$ cat src/hw/rtl/vfr_pkg.sv
`timescale 1ns / 1ps
`default_nettype none

package vfr_pkg;

    localparam int LEVEL_W   = 16;
    localparam int TIME_W    = 24;
    localparam int DT_W      = 16;
    localparam int OP_W      = 3;
    localparam int CURVE_W   = 2;
    localparam int T_W       = 16;   // fraction bits of normalised time
    localparam int CFG_IDX_W = 1;
    localparam int S_DATA_W  = 64;
    localparam int S_USER_W  = OP_W;
    localparam int M_DATA_W  = 40;

    // result transaction layout
    localparam int OUT_LEVEL_LSB  = 0;
    localparam int OUT_LEVEL_MSB  = OUT_LEVEL_LSB + LEVEL_W - 1;
    localparam int OUT_GAIN_LSB   = OUT_LEVEL_MSB + 1;
    localparam int OUT_GAIN_MSB   = OUT_GAIN_LSB + LEVEL_W - 1;
    localparam int OUT_FADING_BIT = OUT_GAIN_MSB + 1;
    localparam int OUT_ON_BIT     = OUT_FADING_BIT + 1;
    localparam int OUT_DONE_BIT   = OUT_ON_BIT + 1;
    localparam int OUT_ACC_BIT    = OUT_DONE_BIT + 1;

    typedef enum logic [OP_W-1:0] {
        OP_TICK     = 3'd0,
        OP_PLAY     = 3'd1,
        OP_FADE_TO  = 3'd2,
        OP_FADE_OUT = 3'd3,
        OP_CANCEL   = 3'd4,
        OP_STOP     = 3'd5
    } op_t;

    typedef enum logic [1:0] {
        MODE_NONE = 2'd0,
        MODE_IN   = 2'd1,
        MODE_OUT  = 2'd2
    } fade_mode_t;

    typedef enum logic [CURVE_W-1:0] {
        CURVE_LINEAR   = 2'd0,
        CURVE_EASE_IN  = 2'd1,
        CURVE_EASE_OUT = 2'd2,
        CURVE_SMOOTH   = 2'd3
    } curve_t;

    typedef enum logic [CFG_IDX_W-1:0] {
        CFG_MASTER_GAIN   = 1'b0,
        CFG_CATEGORY_GAIN = 1'b1
    } cfg_idx_t;

    typedef enum logic [2:0] {
        MUL_SQUARE,
        MUL_SHAPE,
        MUL_LEVEL,
        MUL_GAIN_CAT,
        MUL_GAIN_MST
    } mul_op_t;

    typedef struct packed {
        logic    load;      // take the input transaction, apply command
        logic    div_step;  // one restoring divide step
        logic    mul_en;    // one pass through the shared multiplier
        mul_op_t mul_op;
        logic    res_load;  // capture the result register
    } dp_cmd_t;

    typedef struct packed {
        logic need_interp;  // tick lands mid-fade: curve sequence required
    } dp_status_t;

endpackage

`default_nettype wire

$ cat src/hw/rtl/volume_fade_ramp_engine_core.sv
`timescale 1ns / 1ps
`default_nettype none
// Single-channel gain fade engine.
// Slave channel: one command transaction per beat; s_tuser carries the
// operation (tick, play, fade to target, fade out and stop, cancel, stop),
// s_tdata its arguments. Master channel: exactly one result transaction per
// command with the new level, effective gain and status flags.
// Gain registers are written through cfg_we/cfg_index/cfg_wdata; the user
// writes them only while the engine is idle, which the block itself does not
// enforce. Both reset to full scale.
// Sequence from accept to result valid (output register free):
//   tick inside a running fade : 16 restoring divide steps for
//                                t = elapsed/length, five passes through the
//                                single shared multiplier (square, curve,
//                                level, two gain scalings), one result load
//   every other command        : two gain passes, result load
// One command in flight at a time; s_tready returns the cycle after the result
// load. The next command is taken while the receiver has not yet consumed the
// result; a second result waits in the controller until m_tready drains the
// first. Reset clears the channel (off, no fade, level 0) with m_tvalid low.

module volume_fade_ramp_engine_core
    import vfr_pkg::*;
(
    input  wire                   clk,
    input  wire                   rst_n,
    // slave side
    input  wire                   s_tvalid,
    output logic                  s_tready,
    // delta_time[15:0], target_level[31:16], fade_duration[55:32],
    // curve_select[57:56], allow_interrupt[58], zero pad [63:59]
    input  wire  [S_DATA_W-1:0]   s_tdata,
    // operation[2:0]
    input  wire  [S_USER_W-1:0]   s_tuser,
    // master side
    output logic                  m_tvalid,
    input  wire                   m_tready,
    // level_out[15:0], effective_gain[31:16], fading[32], channel_on[33],
    // fade_done[34], accepted[35], zero pad [39:36]
    output logic [M_DATA_W-1:0]   m_tdata,
    // configuration: 0 master_gain, 1 category_gain
    input  wire                   cfg_we,
    input  wire  [CFG_IDX_W-1:0]  cfg_index,
    input  wire  [LEVEL_W-1:0]    cfg_wdata
);

    dp_cmd_t    cmd;
    dp_status_t status;

    // sequencer: accept, divide count, multiplier schedule, output handshake
    vfr_ctrl u_ctrl (
        .clk      (clk),
        .rst_n    (rst_n),
        .s_tvalid (s_tvalid),
        .s_tready (s_tready),
        .m_tvalid (m_tvalid),
        .m_tready (m_tready),
        .status   (status),
        .cmd      (cmd)
    );

    // fade state, divider, shared multiplier and result register
    vfr_datapath u_datapath (
        .clk       (clk),
        .rst_n     (rst_n),
        .cfg_we    (cfg_we),
        .cfg_index (cfg_index),
        .cfg_wdata (cfg_wdata),
        .s_tdata   (s_tdata),
        .s_tuser   (s_tuser),
        .cmd       (cmd),
        .status    (status),
        .m_tdata   (m_tdata)
    );

endmodule

`default_nettype wire

$ cat src/hw/rtl/vfr_ctrl.sv
`timescale 1ns / 1ps
`default_nettype none

module vfr_ctrl
    import vfr_pkg::*;
(
    input  wire             clk,
    input  wire             rst_n,
    input  wire             s_tvalid,
    output logic            s_tready,
    output logic            m_tvalid,
    input  wire             m_tready,
    input  wire dp_status_t status,
    output dp_cmd_t         cmd
);

    localparam int CNT_W = $clog2(T_W);

    typedef enum logic [2:0] {
        ST_IDLE,
        ST_DIV,
        ST_SQUARE,
        ST_SHAPE,
        ST_LEVEL,
        ST_GAIN_CAT,
        ST_GAIN_MST,
        ST_RESULT
    } state_t;

    state_t            state_reg, state_next;
    logic [CNT_W-1:0]  cnt_reg, cnt_next;
    logic              out_valid_reg, out_valid_next;

    always_comb
    begin
        state_next = state_reg;
        cnt_next   = cnt_reg;
        cmd        = '{load: 1'b0, div_step: 1'b0, mul_en: 1'b0,
                       mul_op: MUL_SQUARE, res_load: 1'b0};

        case (state_reg)
            ST_IDLE:
            begin
                if (s_tvalid)
                begin
                    cmd.load   = 1'b1;
                    cnt_next   = CNT_W'(T_W - 1);
                    state_next = status.need_interp ? ST_DIV : ST_GAIN_CAT;
                end
            end
            ST_DIV:
            begin
                cmd.div_step = 1'b1;
                cnt_next     = cnt_reg - CNT_W'(1);
                if (cnt_reg == '0)
                begin
                    state_next = ST_SQUARE;
                end
            end
            ST_SQUARE:
            begin
                cmd.mul_en = 1'b1;
                cmd.mul_op = MUL_SQUARE;
                state_next = ST_SHAPE;
            end
            ST_SHAPE:
            begin
                cmd.mul_en = 1'b1;
                cmd.mul_op = MUL_SHAPE;
                state_next = ST_LEVEL;
            end
            ST_LEVEL:
            begin
                cmd.mul_en = 1'b1;
                cmd.mul_op = MUL_LEVEL;
                state_next = ST_GAIN_CAT;
            end
            ST_GAIN_CAT:
            begin
                cmd.mul_en = 1'b1;
                cmd.mul_op = MUL_GAIN_CAT;
                state_next = ST_GAIN_MST;
            end
            ST_GAIN_MST:
            begin
                cmd.mul_en = 1'b1;
                cmd.mul_op = MUL_GAIN_MST;
                state_next = ST_RESULT;
            end
            ST_RESULT:
            begin
                // wait for the output register to drain
                if (!out_valid_reg || m_tready)
                begin
                    cmd.res_load = 1'b1;
                    state_next   = ST_IDLE;
                end
            end
            default:
            begin
                state_next = ST_IDLE;
            end
        endcase

        if (cmd.res_load)
        begin
            out_valid_next = 1'b1;
        end
        else if (m_tready)
        begin
            out_valid_next = 1'b0;
        end
        else
        begin
            out_valid_next = out_valid_reg;
        end
    end

    always_ff @(posedge clk or negedge rst_n)
    begin
        if (!rst_n)
        begin
            state_reg     <= ST_IDLE;
            cnt_reg       <= '0;
            out_valid_reg <= 1'b0;
        end
        else
        begin
            state_reg     <= state_next;
            cnt_reg       <= cnt_next;
            out_valid_reg <= out_valid_next;
        end
    end

    assign s_tready = (state_reg == ST_IDLE);
    assign m_tvalid = out_valid_reg;

endmodule

`default_nettype wire

$ cat src/hw/rtl/vfr_datapath.sv
`timescale 1ns / 1ps
`default_nettype none

module vfr_datapath
    import vfr_pkg::*;
(
    input  wire                    clk,
    input  wire                    rst_n,
    input  wire                    cfg_we,
    input  wire  [CFG_IDX_W-1:0]   cfg_index,
    input  wire  [LEVEL_W-1:0]     cfg_wdata,
    input  wire  [S_DATA_W-1:0]    s_tdata,
    input  wire  [S_USER_W-1:0]    s_tuser,
    input  wire dp_cmd_t           cmd,
    output dp_status_t             status,
    output logic [M_DATA_W-1:0]    m_tdata
);

    localparam logic [LEVEL_W-1:0] LEVEL_FULL = '1;
    localparam logic [T_W:0]       ONE_Q      = 17'h10000;
    localparam logic [17:0]        TWO_Q      = 18'd131072;
    localparam logic [17:0]        THREE_Q    = 18'd196608;
    localparam int                 PROD_W     = 35;

    // Q0.16 product by the gain scale: (p + FULL/2) / FULL, clamped.
    // Divide by 2^16-1 done as shift plus a single correction.
    function automatic logic [LEVEL_W-1:0] qscale(input logic [2*LEVEL_W-1:0] p);
        logic [2*LEVEL_W:0]   x;
        logic [LEVEL_W:0]     q0;
        logic [LEVEL_W+1:0]   r;
        logic [LEVEL_W+1:0]   q;
        x  = {1'b0, p} + (2*LEVEL_W+1)'(LEVEL_FULL >> 1);
        q0 = x[2*LEVEL_W:LEVEL_W];
        r  = {2'b00, x[LEVEL_W-1:0]} + {1'b0, q0};
        q  = {1'b0, q0} + (LEVEL_W+2)'(r >= (LEVEL_W+2)'(LEVEL_FULL));
        return (q > (LEVEL_W+2)'(LEVEL_FULL)) ? LEVEL_FULL : q[LEVEL_W-1:0];
    endfunction

    // input unpacking
    op_t                 in_op;
    logic [DT_W-1:0]     in_dt;
    logic [LEVEL_W-1:0]  in_tgt;
    logic [TIME_W-1:0]   in_dur;
    curve_t              in_curve;
    logic                in_intr;

    assign in_op    = op_t'(s_tuser);
    assign in_dt    = s_tdata[DT_W-1:0];
    assign in_tgt   = s_tdata[DT_W+LEVEL_W-1:DT_W];
    assign in_dur   = s_tdata[DT_W+LEVEL_W+TIME_W-1:DT_W+LEVEL_W];
    assign in_curve = curve_t'(s_tdata[DT_W+LEVEL_W+TIME_W+CURVE_W-1:DT_W+LEVEL_W+TIME_W]);
    assign in_intr  = s_tdata[DT_W+LEVEL_W+TIME_W+CURVE_W];

    // configuration
    logic [LEVEL_W-1:0] master_reg, category_reg;

    // fade state
    logic               active_reg, active_next;
    fade_mode_t         mode_reg, mode_next;
    logic [LEVEL_W-1:0] level_reg, level_next;
    logic [LEVEL_W-1:0] start_reg, start_next;
    logic [LEVEL_W-1:0] goal_reg, goal_next;
    logic [TIME_W-1:0]  length_reg, length_next;
    logic [TIME_W-1:0]  elapsed_reg, elapsed_next;
    curve_t             curve_reg, curve_next;
    logic               intr_reg, intr_next;
    logic               stop_reg, stop_next;
    logic               done_reg, done_next;
    logic               acc_reg, acc_next;

    // working registers
    logic [TIME_W:0]    rem_reg;
    logic [T_W-1:0]     quot_reg;
    logic [T_W-1:0]     sq_reg;
    logic [T_W:0]       c_reg;
    logic [LEVEL_W-1:0] gain_reg;
    logic [M_DATA_W-1:0] out_reg;

    logic [TIME_W:0]    e_sum;
    logic               e_snap;
    logic [TIME_W-1:0]  e_sat;
    logic               locked;

    assign e_sum  = {1'b0, elapsed_reg} + (TIME_W+1)'(in_dt);
    assign e_snap = (e_sum >= {1'b0, length_reg});
    assign e_sat  = e_snap ? length_reg : e_sum[TIME_W-1:0];
    assign locked = (mode_reg != MODE_NONE) && !intr_reg;

    assign status.need_interp = (in_op == OP_TICK) && active_reg &&
                                (mode_reg != MODE_NONE) && !e_snap;

    // shared multiplier
    logic [T_W:0]        mul_a;
    logic [17:0]         mul_b;
    logic [PROD_W-1:0]   prod;
    logic [PROD_W-1:0]   prod_rnd;
    logic [PROD_W-17:0]  rnd_hi;
    logic                goal_up;
    logic [LEVEL_W-1:0]  diff;
    logic [PROD_W-17:0]  shape_raw;
    logic [T_W:0]        shape_c;

    assign goal_up = (goal_reg >= start_reg);
    assign diff    = goal_up ? (goal_reg - start_reg) : (start_reg - goal_reg);

    always_comb
    begin
        mul_a = '0;
        mul_b = '0;
        case (cmd.mul_op)
            MUL_SQUARE:
            begin
                mul_a = {1'b0, quot_reg};
                mul_b = 18'(quot_reg);
            end
            MUL_SHAPE:
            begin
                if (curve_reg == CURVE_EASE_OUT)
                begin
                    mul_a = {1'b0, quot_reg};
                    mul_b = TWO_Q - 18'(quot_reg);
                end
                else
                begin
                    mul_a = {1'b0, sq_reg};
                    mul_b = THREE_Q - 18'({quot_reg, 1'b0});
                end
            end
            MUL_LEVEL:
            begin
                mul_a = c_reg;
                mul_b = 18'(diff);
            end
            MUL_GAIN_CAT:
            begin
                mul_a = 17'(level_reg);
                mul_b = 18'(category_reg);
            end
            MUL_GAIN_MST:
            begin
                mul_a = 17'(gain_reg);
                mul_b = 18'(master_reg);
            end
            default:
            begin
                mul_a = '0;
                mul_b = '0;
            end
        endcase
    end

    assign prod     = PROD_W'(mul_a) * PROD_W'(mul_b);
    assign prod_rnd = prod + PROD_W'(32768);
    assign rnd_hi   = prod_rnd[PROD_W-1:16];

    always_comb
    begin
        case (curve_reg)
            CURVE_LINEAR:  shape_raw = (PROD_W-16)'(quot_reg);
            CURVE_EASE_IN: shape_raw = (PROD_W-16)'(sq_reg);
            default:       shape_raw = rnd_hi;
        endcase
        shape_c = (shape_raw > (PROD_W-16)'(ONE_Q)) ? ONE_Q : shape_raw[T_W:0];
    end

    // command decode and fade state update
    always_comb
    begin
        active_next  = active_reg;
        mode_next    = mode_reg;
        level_next   = level_reg;
        start_next   = start_reg;
        goal_next    = goal_reg;
        length_next  = length_reg;
        elapsed_next = elapsed_reg;
        curve_next   = curve_reg;
        intr_next    = intr_reg;
        stop_next    = stop_reg;
        done_next    = done_reg;
        acc_next     = acc_reg;

        if (cmd.load)
        begin
            done_next = 1'b0;
            acc_next  = 1'b1;
            case (in_op)
                OP_TICK:
                begin
                    if (active_reg && (mode_reg != MODE_NONE))
                    begin
                        elapsed_next = e_sat;
                        if (e_snap)
                        begin
                            level_next = goal_reg;
                            done_next  = 1'b1;
                            if (stop_reg)
                            begin
                                active_next = 1'b0;
                            end
                            mode_next = MODE_NONE;
                            stop_next = 1'b0;
                            intr_next = 1'b0;
                        end
                    end
                end
                OP_PLAY:
                begin
                    active_next = 1'b1;
                    if (in_dur == '0)
                    begin
                        level_next = in_tgt;
                        mode_next  = MODE_NONE;
                        stop_next  = 1'b0;
                        intr_next  = 1'b0;
                    end
                    else
                    begin
                        // fade-in always starts from silence
                        level_next   = '0;
                        start_next   = '0;
                        goal_next    = in_tgt;
                        mode_next    = MODE_IN;
                        length_next  = in_dur;
                        elapsed_next = '0;
                        curve_next   = in_curve;
                        intr_next    = in_intr;
                        stop_next    = 1'b0;
                    end
                end
                OP_FADE_TO:
                begin
                    if (!active_reg || locked)
                    begin
                        acc_next = 1'b0;
                    end
                    else if (in_dur == '0)
                    begin
                        level_next = in_tgt;
                        mode_next  = MODE_NONE;
                        stop_next  = 1'b0;
                        intr_next  = 1'b0;
                        done_next  = 1'b1;
                    end
                    else
                    begin
                        start_next   = level_reg;
                        goal_next    = in_tgt;
                        mode_next    = (in_tgt > level_reg) ? MODE_IN : MODE_OUT;
                        length_next  = in_dur;
                        elapsed_next = '0;
                        curve_next   = in_curve;
                        intr_next    = in_intr;
                        stop_next    = 1'b0;
                    end
                end
                OP_FADE_OUT:
                begin
                    if (!active_reg)
                    begin
                        acc_next = 1'b0;
                    end
                    else if (in_dur == '0)
                    begin
                        // instant stop overrides even a locked fade
                        active_next = 1'b0;
                        mode_next   = MODE_NONE;
                        stop_next   = 1'b0;
                        intr_next   = 1'b0;
                        done_next   = 1'b1;
                    end
                    else if (locked)
                    begin
                        acc_next = 1'b0;
                    end
                    else
                    begin
                        start_next   = level_reg;
                        goal_next    = '0;
                        mode_next    = MODE_OUT;
                        length_next  = in_dur;
                        elapsed_next = '0;
                        curve_next   = in_curve;
                        intr_next    = in_intr;
                        stop_next    = 1'b1;
                    end
                end
                OP_CANCEL:
                begin
                    mode_next = MODE_NONE;
                    stop_next = 1'b0;
                    intr_next = 1'b0;
                end
                OP_STOP:
                begin
                    active_next = 1'b0;
                    mode_next   = MODE_NONE;
                    stop_next   = 1'b0;
                    intr_next   = 1'b0;
                end
                default:
                begin
                    acc_next = 1'b0;
                end
            endcase
        end
        else if (cmd.mul_en && (cmd.mul_op == MUL_LEVEL))
        begin
            level_next = goal_up ? (start_reg + rnd_hi[LEVEL_W-1:0])
                                 : (start_reg - rnd_hi[LEVEL_W-1:0]);
        end
    end

    always_ff @(posedge clk or negedge rst_n)
    begin
        if (!rst_n)
        begin
            master_reg   <= LEVEL_FULL;
            category_reg <= LEVEL_FULL;
            active_reg   <= 1'b0;
            mode_reg     <= MODE_NONE;
            level_reg    <= '0;
            start_reg    <= '0;
            goal_reg     <= '0;
            length_reg   <= '0;
            elapsed_reg  <= '0;
            curve_reg    <= CURVE_LINEAR;
            intr_reg     <= 1'b0;
            stop_reg     <= 1'b0;
            done_reg     <= 1'b0;
            acc_reg      <= 1'b0;
        end
        else
        begin
            if (cfg_we && (cfg_index == CFG_MASTER_GAIN))
            begin
                master_reg <= cfg_wdata;
            end
            if (cfg_we && (cfg_index == CFG_CATEGORY_GAIN))
            begin
                category_reg <= cfg_wdata;
            end
            active_reg  <= active_next;
            mode_reg    <= mode_next;
            level_reg   <= level_next;
            start_reg   <= start_next;
            goal_reg    <= goal_next;
            length_reg  <= length_next;
            elapsed_reg <= elapsed_next;
            curve_reg   <= curve_next;
            intr_reg    <= intr_next;
            stop_reg    <= stop_next;
            done_reg    <= done_next;
            acc_reg     <= acc_next;
        end
    end

    // divider, multiplier results and output register: no reset needed
    always_ff @(posedge clk)
    begin
        if (cmd.load)
        begin
            rem_reg  <= e_sum;
            quot_reg <= '0;
        end
        else if (cmd.div_step)
        begin
            // restoring step; remainder stays below the fade length
            if ({rem_reg[TIME_W-1:0], 1'b0} >= {1'b0, length_reg})
            begin
                rem_reg  <= {rem_reg[TIME_W-1:0], 1'b0} - {1'b0, length_reg};
                quot_reg <= {quot_reg[T_W-2:0], 1'b1};
            end
            else
            begin
                rem_reg  <= {rem_reg[TIME_W-1:0], 1'b0};
                quot_reg <= {quot_reg[T_W-2:0], 1'b0};
            end
        end

        if (cmd.mul_en)
        begin
            case (cmd.mul_op)
                MUL_SQUARE:   sq_reg   <= rnd_hi[T_W-1:0];
                MUL_SHAPE:    c_reg    <= shape_c;
                MUL_GAIN_CAT: gain_reg <= qscale(prod[2*LEVEL_W-1:0]);
                MUL_GAIN_MST: gain_reg <= qscale(prod[2*LEVEL_W-1:0]);
                default:      c_reg    <= c_reg;
            endcase
        end

        if (cmd.res_load)
        begin
            out_reg                              <= '0;
            out_reg[OUT_LEVEL_MSB:OUT_LEVEL_LSB] <= level_reg;
            out_reg[OUT_GAIN_MSB:OUT_GAIN_LSB]   <= active_reg ? gain_reg : '0;
            out_reg[OUT_FADING_BIT]              <= (mode_reg != MODE_NONE);
            out_reg[OUT_ON_BIT]                  <= active_reg;
            out_reg[OUT_DONE_BIT]                <= done_reg;
            out_reg[OUT_ACC_BIT]                 <= acc_reg;
        end
    end

    assign m_tdata = out_reg;

endmodule

`default_nettype wire

$ cat config.mk
export PLATFORM = sky130hd
export DESIGN_NAME = volume_fade_ramp_engine_core
export DESIGN_NICKNAME = d
export VERILOG_FILES = /design/src/hw/rtl/vfr_pkg.sv /design/src/hw/rtl/volume_fade_ramp_engine_core.sv /design/src/hw/rtl/vfr_ctrl.sv /design/src/hw/rtl/vfr_datapath.sv
export SDC_FILE = /design/constraint.sdc
export NUM_CORES = 2
export LEC_CHECK = 0
export BUFFER_PORTS_ARGS = -buffer_cell sky130_fd_sc_hd__buf_2
export CORE_UTILIZATION = 60
export CTS_CLUSTER_SIZE = 10
export DETAILED_ROUTE_END_ITERATION = 8
export PLACE_DENSITY = 0.78
export SYNTH_ARGS = -nofsm -noshare
export SYNTH_HDL_FRONTEND = slang
export SYNTH_HIERARCHICAL = 1
export SYNTH_SLANG_ARGS = --single-unit
$ cat constraint.sdc
create_clock -name clk -period 18.5 [get_ports clk]
set_input_delay 3.7 -clock clk [delete_from_list [all_inputs] [get_ports clk]]
set_output_delay 3.7 -clock clk [all_outputs]
set_load 0.05 [all_outputs]
==> metrics.log <==
[metrics] number of flip-flops under the largest register name: 36
[metrics] Hold Path Sink: u_datapath/m_tdata[34]$_DFFE_PP_
[metrics] Pins Over Slew Limit: 0
[metrics] detailed placement HPWL: roughly 70 mm
[metrics] mean instance size in the synthesized netlist: around 8.6 um^2
[metrics] wire length of the first global-routing pass: 144.7 mm
[metrics] CP max stage delay: roughly 0.77 ns
[metrics] path depth of the worst reg2reg path: 52
[metrics] hold path startpoint: u_datapath/done_reg$_DFFE_PN0P_
[metrics] Clock Skew: ~0.024 ns
[metrics] Arrival @ worst endpoint: between 15 and 20 ns
[metrics] Hold-fix buffers, CTS: 0
[metrics] clk root buf: clkbuf_16
[metrics] Post-CTS Setup Inserts: 0
[metrics] HP Class: reg2reg
[metrics] cell type contributing the most total cell area after synthesis: fa_1
[metrics] pin count of the biggest net entering global routing: between 90 and 100
[metrics] Max-slew headroom: 13.65%
[metrics] commonest register cell after synthesis: dfrtp_1
[metrics] top cells by count, synth: inv_1, nand2_1, ha_1
[metrics] number of clock sinks seen by CTS: 270
[metrics] asr flop ratio synth: between 50% and 60%
[metrics] clock transition at the register clock pins on the worst setup and hold paths after CTS: about 0.060 ns
[metrics] share of layout cells above drive strength 1: about a tenth
[metrics] kind of start point of the critical path: flop
[metrics] TritonCTS clock tree: yes
[metrics] global route total overflow: 0
[metrics] number of violations of the max-capacitance limit: 0
[metrics] EDFF count, synth: around 110
[metrics] most repeated library cell on the critical path: fa_1
[metrics] Syn Inst Count: between 3000 and 4000
[metrics] number of register bits inferred by synthesis: between 200 and 300
[metrics] cell with the largest stage delay on the worst path: a21boi_0
[metrics] post-synthesis xor/xnor area fraction: ~4.7%
[metrics] Final Cycle Share: a little under nine tenths
[metrics] most used standard cell by instance count after synthesis: inv_1
[metrics] number of antenna violations at the first check in global routing: 2
[metrics] post-synthesis adder-cell area fraction: 25.54%
[metrics] sequential-to-total area share from yosys stat: 22.81%
[metrics] Worst Path Max Fanout: 19
[metrics] residual antenna-violating net count after detailed routing: 0
[metrics] setup slack of the most critical reg-to-reg path: 2.63 ns
[metrics] storage element area: between 7000 and 8000 um^2
[metrics] vias per std cell: 6.144
[metrics] initial core utilization: around three fifths
[metrics] Clock Tree Buf Depth: 3
[metrics] run status: completed
[metrics] io pins: 131
[metrics] final total negative setup slack: 0 ns
[metrics] layout-stage area growth over the synthesis result: 6.487%
[metrics] DRT iter0 DRCs: ~2800
[metrics] DR WL/cell: 20.63 um
[metrics] required time of the worst setup path: 18.80 ns
[metrics] largest cells by area after synthesis: fa_1, edfxtp_1, ha_1, dfrtp_1, inv_1
[metrics] transition time at the pin with the least slew margin: 1.290 ns
[metrics] sum of routed wire length over all layers: 91.27 mm
[metrics] Die ar.: 54000 um^2
[metrics] maximum level of the CTS H-tree: 1
[metrics] core region area: 52450 um^2
[metrics] net count reported at finish: about 4300
[metrics] Netlist Area Pre-Place: 31840 um^2
[metrics] vias: 27180
[metrics] multiplexer fraction of the synthesized cell area: 5.387%
[metrics] Setup crit end kind: flop
[metrics] smallest setup slack after layout: approximately 2.6 ns
[metrics] unrepaired setup endpoints after global routing: no
[metrics] total number of placement rows: 84
[metrics] DRC violations left: 0
[metrics] count of buffers inserted at the top-level ports: between 100 and 150
[metrics] fraction of the mapped netlist area in compound gates: between 10% and 20%
[metrics] simple-gate share of the synthesized area: 17.29%
[metrics] via count of the first global-routing pass: about 26000
[metrics] final setup violation count: 0
[metrics] Reg-to-Reg End: u_datapath/gain_reg[7]$_SDFFCE_PN1P_
[metrics] # fillers: 4365
[metrics] worst-case setup slack after placement: between 2 and 3 ns
[metrics] Final GP Congestion: roughly 1
[metrics] post-CTS resize count: 0
[metrics] dominant combinational cell family by area after synthesis: adder cells
[metrics] CP Class: reg2reg
[metrics] count of endpoints failing hold in the final timing report: 0
[metrics] FMAX: 63.01 MHz
[metrics] All-Layer GR Usage: between 30% and 40%
[metrics] count of unique library cells instantiated by Yosys: between 100 and 150
[metrics] DIE WIDTH: ~230 um
[metrics] Synth top area share: 15.40%
[metrics] Yosys warning count: 6
[metrics] startpoint of the worst register-to-register path: u_datapath/start_reg[1]$_DFFE_PN0P_
[metrics] minimum clock period: between 15 and 20 ns
[metrics] length of the first detailed-routing pass in iterations: 7
[metrics] area of the multi-input gates: 22160 um^2
[metrics] Chip Height: between 200 and 250 um
[metrics] number of buffers inserted during clock tree synthesis: 31
[metrics] Worst Hold Depth: 0
[metrics] Skew-Pair Late Insertion Delay: between 0.5 and 0.6 ns
## through the flow
stage,hold slack (ns),instances,utilization (%),instance area [um^2]
after floorplan,0.4249,3686,-,31860
after global placement,0.4428,4366,62.93,33000
after detailed placement,0.4467,4366,62.93,33000
after CTS,0.4616,4423,64.65,33910
after global routing,0.4691,4423,64.65,33910
final,0.4636,4424,64.65,33910
## layer usage
layer	up-vias	wire length (um)	global-route usage (%)
met5	-	19	0
met1	13050	38440	47.96
met3	205	9500	8.137
met4	2	3743	12.58
met2	1329	39560	51.17
li1	12600	-	-
## worst max-delay path, delay by kind of cell, from the launching register on
family / cells / cell delay (ns)
compound gates: 26 / 7.03
xor+xnor: 2 / 0.70
fa+ha+maj: 12 / 5.28
buf+inv: 5 / 0.34
flops: 1 / 0.52
mux: 1 / 0.42
simple gates: 6 / 1.23
## layout by cell type, fill, tap and decap left out, types with 29 or more instances in the layout
master	Yosys	layout
a21o_1	67	67
a21oi_1	202	201
and2_1	92	91
buf_2	14	120
buf_4	10	50
clkbuf_16	0	31
dfrtp_1	113	113
dfstp_2	32	32
edfxtp_1	109	109
fa_1	245	245
ha_1	258	258
inv_1	462	461
mux2_2	67	67
mux2i_1	96	96
nand2_1	432	432
nand2b_1	29	29
nand3_1	47	46
nand4_1	31	31
nor2_1	251	249
nor2b_1	42	42
nor3_1	71	71
nor4_1	32	32
o21ai_0	198	194
xnor2_1	112	112
xor2_1	55	55
## area by class of cell
cell class | instances | share of cell area (%)
multi-input cells | 2774 | 65.34
flip-flops and latches | 270 | 21.42
inverters | 463 | 5.125
repair buffers | 171 | 2.911
clock buffers | 55 | 2.583
well taps | 688 | 2.539
clock inverters | 2 | 0.07380
diodes | 1 | 0.007380
## logic make-up after synthesis
group           Yosys count
other cells               2
flops                   270
xor+xnor                169
simple gates           1142
fa+ha+maj               503
mux                     163
buf+inv                 642
compound gates          791
## worst max-delay path by stage
stage / start / end / slack, ns / cells past startpoint
3_3_place_gp: u_datapath/start_reg[1]$_DFFE_PN0P_ / u_datapath/gain_reg[7]$_SDFFCE_PN1P_ / 3.06 / 52
3_5_place_dp: u_datapath/start_reg[1]$_DFFE_PN0P_ / u_datapath/gain_reg[7]$_SDFFCE_PN1P_ / 2.92 / 52
6_report: u_datapath/start_reg[1]$_DFFE_PN0P_ / u_datapath/gain_reg[7]$_SDFFCE_PN1P_ / 2.63 / 52
2_1_floorplan: u_datapath/start_reg[1]$_DFFE_PN0P_ / u_datapath/gain_reg[10]$_SDFFCE_PN1P_ / 4.90 / 57
5_1_grt: u_datapath/start_reg[1]$_DFFE_PN0P_ / u_datapath/gain_reg[7]$_SDFFCE_PN1P_ / 1.79 / 52
4_1_cts: u_datapath/start_reg[1]$_DFFE_PN0P_ / u_datapath/gain_reg[7]$_SDFFCE_PN1P_ / 2.86 / 52
Power is left out: the tool's default activity adds up to more than one toggle a clock period on the data nets, which glitch-free logic cannot reach.
